### src/rtl/fpatan_pkg.sv
// ----------------------------------------------------------------------------
// fpatan_pkg
// shared constants and types for the octant-reduction atan2 pipeline
// ----------------------------------------------------------------------------
package fpatan_pkg;

	// operand width after folding: values reach 2^32
	localparam int VBITS      = 33;
	// quotient bits kept: (q * 8192) >> 16 equals floor(y * 2^13 / x)
	localparam int QBITS      = 13;
	// base angle counted in eighth turns
	localparam int PBITS      = 3;
	localparam int DIV_STAGES = QBITS;
	localparam int ABITS      = PBITS + QBITS;

	localparam logic [PBITS-1:0] PHI_ZERO    = 3'd0;
	localparam logic [PBITS-1:0] PHI_EIGHTH  = 3'd1;
	localparam logic [PBITS-1:0] PHI_QUARTER = 3'd2;
	localparam logic [PBITS-1:0] PHI_HALF    = 3'd4;

	typedef struct packed {
		logic [VBITS-1:0] divisor;
		logic [VBITS-1:0] rem;
		logic [QBITS-1:0] quo;
		logic [PBITS-1:0] phi;
	} div_word_t;

endpackage

### src/rtl/fpatan_div_stage.sv
// ----------------------------------------------------------------------------
// fpatan_div_stage
// one registered restoring-division step: one quotient bit per stage
// ----------------------------------------------------------------------------
module fpatan_div_stage (
	input  logic                  clk,
	input  logic                  arst_n,
	input  logic                  en,
	input  logic                  in_valid,
	input  fpatan_pkg::div_word_t in_word,
	output logic                  out_valid,
	output fpatan_pkg::div_word_t out_word
);
	import fpatan_pkg::*;

	logic [VBITS:0] shifted;
	logic [VBITS:0] diff;
	logic           take;
	div_word_t      next_word;

	always_comb begin
		shifted = {in_word.rem, 1'b0};
		diff    = shifted - {1'b0, in_word.divisor};
		take    = ~diff[VBITS];
		next_word         = in_word;
		next_word.rem     = take ? diff[VBITS-1:0] : shifted[VBITS-1:0];
		next_word.quo     = {in_word.quo[QBITS-2:0], take};
	end

	always_ff @(posedge clk or negedge arst_n) begin
		if (!arst_n) begin
			out_valid <= 1'b0;
		end else if (en) begin
			out_valid <= in_valid;
		end
	end

	always_ff @(posedge clk) begin
		if (en) begin
			out_word <= next_word;
		end
	end

endmodule

### src/rtl/fixed_point_atan2_octant_linear_top.sv
// ----------------------------------------------------------------------------
// fixed_point_atan2_octant_linear_top
// atan2 of signed 16.16 (y, x) to a 16-bit binary angle
// stages: two fold stages, then thirteen restoring-division stages, the last
//   one being the output register
// throughput: one request per cycle unless out_ready stalls a full pipeline;
//   every stage holds its own valid bit and empty stages fill up in a stall
// reset: arst_n clears all valid bits asynchronously; payload is not reset
// ----------------------------------------------------------------------------
module fixed_point_atan2_octant_linear_top (
	input  logic                           clk,
	input  logic                           arst_n,
	input  logic                           in_valid,
	output logic                           in_ready,
	input  logic signed [31:0]             y_coord,
	input  logic signed [31:0]             x_coord,
	output logic                           out_valid,
	input  logic                           out_ready,
	output logic [fpatan_pkg::ABITS-1:0]   angle
);
	import fpatan_pkg::*;

	// stage 1: zero-y handling and lower half-plane fold
	logic                    v_s1;
	logic signed [VBITS-1:0] y_s1;
	logic signed [VBITS-1:0] x_s1;
	logic [PBITS-1:0]        phi_s1;
	logic                    en_s1;

	// stage 2: quadrant and diagonal folds, result is the divider input
	logic                    v_s2;
	div_word_t               w_s2;
	logic                    en_s2;

	// division stages
	logic                    v_div  [DIV_STAGES];
	div_word_t               w_div  [DIV_STAGES];
	logic                    en_div [DIV_STAGES];

	logic signed [VBITS-1:0] y_ext;
	logic signed [VBITS-1:0] x_ext;
	logic signed [VBITS-1:0] y_f1;
	logic signed [VBITS-1:0] x_f1;
	logic [PBITS-1:0]        phi_f1;

	logic [VBITS-1:0]        xa;
	logic [VBITS-1:0]        ya;
	logic [PBITS-1:0]        phi_a;
	div_word_t               w_f2;

	// a stage may load when it is empty or its contents move on
	assign en_s1    = ~v_s1 | en_s2;
	assign en_s2    = ~v_s2 | en_div[0];
	assign in_ready = en_s1;

	// half-plane fold; zero y becomes the vector (1, 0) so the divider gives 0
	always_comb begin
		y_ext  = VBITS'(y_coord);
		x_ext  = VBITS'(x_coord);
		y_f1   = y_ext;
		x_f1   = x_ext;
		phi_f1 = PHI_ZERO;
		if (y_coord == '0) begin
			y_f1   = '0;
			x_f1   = VBITS'(1);
			phi_f1 = x_coord[31] ? PHI_HALF : PHI_ZERO;
		end else if (y_coord[31]) begin
			// negating -2^31 is exact in 33 bits
			y_f1   = -y_ext;
			x_f1   = -x_ext;
			phi_f1 = PHI_HALF;
		end
	end

	always_ff @(posedge clk or negedge arst_n) begin
		if (!arst_n) begin
			v_s1 <= 1'b0;
		end else if (en_s1) begin
			v_s1 <= in_valid;
		end
	end

	always_ff @(posedge clk) begin
		if (en_s1) begin
			y_s1   <= y_f1;
			x_s1   <= x_f1;
			phi_s1 <= phi_f1;
		end
	end

	// quadrant fold then diagonal fold; both values are nonnegative from here
	always_comb begin
		xa    = x_s1;
		ya    = y_s1;
		phi_a = phi_s1;
		if (x_s1 <= 0) begin
			xa    = y_s1;
			ya    = -x_s1;
			phi_a = phi_s1 + PHI_QUARTER;
		end
		w_f2         = '0;
		w_f2.divisor = xa;
		w_f2.rem     = ya;
		w_f2.phi     = phi_a;
		// sum reaches 2^32 at most, held unsigned in 33 bits
		if (xa <= ya) begin
			w_f2.divisor = xa + ya;
			w_f2.rem     = ya - xa;
			w_f2.phi     = phi_a + PHI_EIGHTH;
		end
	end

	always_ff @(posedge clk or negedge arst_n) begin
		if (!arst_n) begin
			v_s2 <= 1'b0;
		end else if (en_s2) begin
			v_s2 <= v_s1;
		end
	end

	always_ff @(posedge clk) begin
		if (en_s2) begin
			w_s2 <= w_f2;
		end
	end

	// restoring division chain, remainder starts below the divisor
	for (genvar i = 0; i < DIV_STAGES; i++) begin : g_div
		if (i == DIV_STAGES - 1) begin : g_last
			assign en_div[i] = ~v_div[i] | out_ready;
		end else begin : g_mid
			assign en_div[i] = ~v_div[i] | en_div[i+1];
		end

		if (i == 0) begin : g_first
			fpatan_div_stage u_stage (
				.clk       (clk),
				.arst_n    (arst_n),
				.en        (en_div[i]),
				.in_valid  (v_s2),
				.in_word   (w_s2),
				.out_valid (v_div[i]),
				.out_word  (w_div[i])
			);
		end else begin : g_next
			fpatan_div_stage u_stage (
				.clk       (clk),
				.arst_n    (arst_n),
				.en        (en_div[i]),
				.in_valid  (v_div[i-1]),
				.in_word   (w_div[i-1]),
				.out_valid (v_div[i]),
				.out_word  (w_div[i])
			);
		end
	end

	// base angle in eighth turns plus a correction below one eighth: no carry
	assign out_valid = v_div[DIV_STAGES-1];
	assign angle     = {w_div[DIV_STAGES-1].phi, w_div[DIV_STAGES-1].quo};

endmodule

### config.mk
export PLATFORM = sky130hd
export DESIGN_NAME = fixed_point_atan2_octant_linear_top
export DESIGN_NICKNAME = d
export VERILOG_FILES = /design/src/rtl/fpatan_pkg.sv /design/src/rtl/fpatan_div_stage.sv /design/src/rtl/fixed_point_atan2_octant_linear_top.sv
export SDC_FILE = /design/constraint.sdc
export NUM_CORES = 2
export LEC_CHECK = 0
export CAP_MARGIN = 20
export CELL_PAD_IN_SITES_DETAIL_PLACEMENT = 0
export CELL_PAD_IN_SITES_GLOBAL_PLACEMENT = 1
export CORE_UTILIZATION = 35
export DETAILED_ROUTE_END_ITERATION = 10
export DONT_BUFFER_PORTS = 1
export PLACE_DENSITY = 0.56
export RECOVER_POWER = 25
export SKIP_CTS_REPAIR_TIMING = 1
export SYNTH_ARGS = -nofsm -noshare
export SYNTH_HDL_FRONTEND = slang
export SYNTH_SLANG_ARGS = --single-unit
### constraint.sdc
create_clock -name clk -period 13.16 [get_ports clk]
set_clock_uncertainty 0.15 [all_clocks]
set_input_delay 1.316 -clock clk [delete_from_list [all_inputs] [get_ports clk]]
set_output_delay 1.316 -clock clk [all_outputs]
set_load 0.01 [all_outputs]
# --- Word-level counts from Yosys, hierarchy flattened ---
# Cells that the tools add are included.
totals:
  register_bits: 1075
  inputBits: 68
  elab_cells: 174
  out_inout_bits: 18
classes:
  muxes: 22
  addsub: 20
  n_bitwise: 44
  n_lt_le_gt_ge: 2
  reduce_logical: 2
ops:
  columns: ["op", "n"]
  rows:
  - ["$mux 33", 15]
  - ["$sub 34x33->34", 13]
  - ["$mux 66", 1]
  - ["$neg 32->33", 2]
  - ["$add 33x33->33", 1]
  - ["$le 33x1->1 const B", 1]
  - ["$le 33x33->1", 1]
  - ["$neg 33->33", 1]
  - ["$sub 33x33->33", 1]
  - ["$logic_not 32->1", 1]
  - ["$mux 31", 1]
  - ["$not 1->1", 29]
  - ["$mux 3", 5]
  - ["$or 1x1->1", 15]
  - ["$add 3x1->3 const B", 1]
  - ["$add 3x2->3 const B", 1]
  - ["$reduce_or 2->1", 1]

# --- Depth between registers and ports, before layout ---
logic_depth:
  depth_word: 16
  depth_mapped: 27
  mapped_depth_nobuf: 21

# --- Modules after synthesis ---
# Synthesis repeated with hierarchy kept, for this count alone.
hier_totals:
  cells_unflattened: 6584
  hier_area_um2: 75909.1
by_module_without_submodules:
  columns: ["mod", "area_per_inst_um2", "cells_each", "seq_area_each_um2", "n_inst"]
  rows:
  - ["fpatan_div_stage at g_div[1].g_next.u_stage ...", 4936.0, 404, 2487.4, 9]
  - ["fpatan_div_stage at g_div[0].g_first.u_stage ...", 5056.1, 440, 2487.4, 4]
  - ["fixed_point_atan2_octant_linear_top", 11260.8, 1188, 4134.0, 1]

# --- Worst setup path after synthesis ---
# No wires, ideal clock.
synth_path:
  path_type: "input to output"
  from: "in out_ready"
  to: "out in_ready"
  arrival_ps: 9013
  slack_ps: 2681
  path_stages: 10
  required_ps: 11694
  n_path_buf: 0
  cell_sequence: "nor2b_1 -> nand2_1 -> nor2_1 -> and2_1 -> inv_1 -> nor2_1 -> and2_1 -> nand3_1 -> nor2_1 -> nand2_1"
synth_between:
  elab_chain_cells: 15
synth_lines:
  columns: ["element", "line_no", "rtl"]
  rows:
  - ["start: declaration", "fixed_point_atan2_octant_linear_top.sv:18", "input logic out_ready,"]
  - ["$or 1x1->1", "fixed_point_atan2_octant_linear_top.sv:130", "assign en_div[i] = ~v_div[i] | out_ready;"]
  - ["$or 1x1->1", "fixed_point_atan2_octant_linear_top.sv:132", "assign en_div[i] = ~v_div[i] | en_div[i+1];"]
  - ["via g_div[11].g_next.u_stage.en", "fpatan_div_stage.sv:8", "input logic en,"]
  - ["$or 1x1->1 (4 in a row)", "fixed_point_atan2_octant_linear_top.sv:132", null]
  - ["via g_div[7].g_next.u_stage.en", "fpatan_div_stage.sv:8", null]
  - ["$or 1x1->1 (7 in a row)", "fixed_point_atan2_octant_linear_top.sv:132", null]
  - ["via g_div[0].g_first.u_stage.en", "fpatan_div_stage.sv:8", null]
  - ["$or 1x1->1", "fixed_point_atan2_octant_linear_top.sv:53", "assign en_s2 = ~v_s2 | en_div[0];"]
  - ["$or 1x1->1", "fixed_point_atan2_octant_linear_top.sv:52", "assign en_s1 = ~v_s1 | en_s2;"]
  - ["end: declaration", "fixed_point_atan2_octant_linear_top.sv:14", "output logic in_ready,"]
# The timed path passes the listed nets, and every way through them passes these cells.

==> results.toml <==
[run_status]
status = "completed"

[synthesis]
syn_nets = 6597
synthMuxAreaShare = 0.0628
synth_compound_area_frac = 0.151
synth_xor_xnor_area_share = 0.0625
synth_top_area_frac = 0.483
ys.flop_type = "edfxtp_1"
synthTopCellsByArea = "edfxtp_1 48%, ha_1 9.2%, xnor2_1 4.3%"
ys_warn_count = 0
async_flop_share = 0.0140
synth_largest_area_cell = "edfxtp_1"
synth_cells = 6030
synth-seq-cells = 1073
synth-edff-count = 1058
synthAdderAreaFrac = 0.0965
synth_top_family_by_area = "compound AO/OA/AOI/OAI gates"
syn_area_sq_um = 65800
yosys.area_share.simple = 0.0946
yosysSeqAreaShare = 0.488
syn_avg_cell_area_sq_um = 10.9
synth_cell_types = 90

[sta]
rsz0062_at_grt = "false"
post-route-period-util = 0.614
slew_headroom = 0.0737
slew_violations = 0
setup_viol = 0
tns_ps = 0
fmax_mhz = 124
worst_pin_slew_ps = 1390
fin_crit_ps = 8080
hold_viol = 0

[cells_and_area]
fillers = 18000
area_growth_pct = 11.6
drive_gt1_frac = 0.0765
nets = 6631

[placed_design]
place_hpwl_um = 124000
port_buffers = 0
gp_congestion = 0.856

[global_route]
grt_overflow = 0
grt_pass1_wl_um = 248000
antenna_found_initial = 1
grt_use_total = 0.164
grt_start_max_net_pins = 82
grt_pass1_vias = 45400

[routing]
drcViolationCount = 0
ant_nets = 0
post_drt_via_cell_ratio = 5.08
wl_per_cell_um = 18.0
dr.pass1.iters = 5
first_iter_violations = 2046
routed_wl_um = 156000
detailroute.via_count = 44000

[clock_network]
cts_buffer_depth = 3
cts_tree = "done"
root_buffer = "clkbuf_16"
clk_pin_slew_ps = 60
clock_latency_ps = 780
cts_made_buffers = 134
htreeDepth = 4
cts.sinks = 1073

[worst_setup_path]
critPathKind = "reg -> reg"
regToRegSetupSlack_ps = 5080
worstReg2RegStart = "x_s1[2]"
crit_required_ps = 13520
endpoint_kind = "flop"
crit_fanout = 55
crit_chain = "nor3_1 > nand3_1 > or4_1 > nand2b_1 > or3_1 > or4_1 > ha_4 > buf_4 > mux2i_1 > inv_1 > ha_1 > a21o_1 > a21oi_1 > o211ai_1 > a221oi_1 > o41ai_1 > buf_4 > a41oi_1 > o31ai_1 > a211oi_1 > xnor2_1 > mux2i_1"
r2r_cells = 22
critical-path-slowest-cell = "or4_1"
worstReg2RegEnd = "w_s2[78]"
cp.arrival_ps = 8440
critPathMaxStageDelay_ps = 620
worstSetupStartpointType = "flop"

[die]
coreArea_sq_um = 186000
io_pins = 86
fp-row-count = 158
dieArea_sq_um = 190000
start_util = 0.354
fp.dieH_um = 436
die_w_um = 436

[min_path]
min_path_type = "in -> async"

[job]
maxCapViolCount = 0
-- cells in the mapped netlist, drive strengths merged, types with 16 or more instances --
cell / instances
inv: 612
a221oi: 17
o21bai: 76
or3: 43
a21o: 188
nor3: 93
o21ai: 401
clkbuf: 117
and3: 35
nand3: 79
nand4: 54
mux2: 318
ha: 485
edfxtp: 1058
o31ai: 54
o211ai: 36
a211oi: 40
mux2i: 55
xnor2: 321
a31oi: 45
and2: 34
or2: 31
nor2b: 74
xor2: 149
o21a: 98
a21oi: 442
or4: 18
nor2: 309
a211o: 16
nand2: 382
buf: 25
nand2b: 79
nor4: 26
o41ai: 22
-- worst max path at each step --
stage | start | to | slack (ps) | cells past startpoint
4_1_cts | x_s1[2] | w_s2[78] | 4980 | 22
6_report | x_s1[2] | w_s2[78] | 5080 | 22
2_1_floorplan | out_ready | in_ready | 2680 | 10
3_5_place_dp | x_s1[2] | w_s2[78] | 4980 | 22
5_1_grt | x_s1[2] | w_s2[78] | 4520 | 22
3_3_place_gp | x_s1[2] | w_s2[78] | 5140 | 22
-- layout make-up --
class | count | area, sq um | area share
clock buffers | 153 | 3500 | 0.0476
well taps | 2480 | 3100 | 0.0422
multi-input cells | 4200 | 31000 | 0.422
repair buffers | 40 | 297 | 0.00404
inverters | 615 | 2310 | 0.0314
clock inverters | 92 | 1080 | 0.0147
flip-flops and latches | 1073 | 32100 | 0.438
diodes | 1 | 2.50 | 0.0000341
-- through the flow --
| step | setup slack, ps | area, sq um | std cells | hold WS (ps) | utilization |
|---|---|---|---|---|---|
| floorplan | 2680 | 65800 | 6030 | 250 | - |
| global route | 4520 | 73500 | 8654 | 17.0 | 0.395 |
| CTS | 4980 | 73500 | 8653 | -0.270 | 0.395 |
| global placement | 5140 | 68900 | 8408 | 251 | 0.370 |
| detailed placement | 4980 | 68900 | 8408 | 255 | 0.370 |
| finish | 5080 | 73500 | 8654 | 88.6 | 0.395 |
-- layer usage --
layer,global-route usage,vias up,part of all wire
met1,0.173,21000,0.39
met2,0.324,531,0.55
met5,0,-,0
met3,0.0219,279,0.023
met4,0.0591,0,0.033
li1,-,22200,-
-- kinds of logic (layout without fill, tap and decap cells) --
family | count (synthesis) | count (layout)
xor+xnor | 470 | 470
mux | 373 | 373
buf+inv | 757 | 900
flops | 1073 | 1073
fa+ha+maj | 499 | 499
other cells | 0 | 1
compound gates | 1576 | 1576
simple gates | 1282 | 1282
-- flip-flops by register name (all words and copies together), names as in the netlist, 12 cells and up --
name and flops:
g_div.g_first.u_stage.out_word 70, g_div.g_next.u_stage.out_valid 12, x_s1 33, g_div.g_next.u_stage.out_word 852, w_s2 69, y_s1 33
-- cells in the final DEF (no fill, tap or decap), types with 17 or more instances in the layout --
cell          n
o21ai_0     351
mux2i_1      55
nor3_1       89
o31ai_1      53
clkbuf_16   135
nand3_1      76
a211oi_1     40
nor2b_1      74
or4_1        17
nor2_1      308
a21oi_1     442
ha_1        484
mux2_2      140
mux2_1      178
o41ai_1      19
o211ai_1     36
nor4_1       25
or2_2        27
or3_1        40
a31oi_1      45
nand4_1      54
nand2b_1     79
a221oi_1     17
buf_4        39
xnor2_1     317
clkinv_1     31
o21a_1       98
nand2_1     378
and2_1       34
a21o_1      188
clkinv_2     28
and3_1       35
edfxtp_1   1058
o21ai_1      50
o21bai_1     76
inv_1       600
xor2_1      144
-- critical path, delay by kind of cell (launching register included) --
kind | cells | cell delay [ps]
flops | 1 | 460
xor+xnor | 1 | 160
simple gates | 6 | 2460
buf+inv | 3 | 740
compound gates | 8 | 2570
fa+ha+maj | 2 | 720
mux | 2 | 510
Power is not shown: default switching activity piles up to over one toggle a cycle in this logic, so the estimate is an artifact.
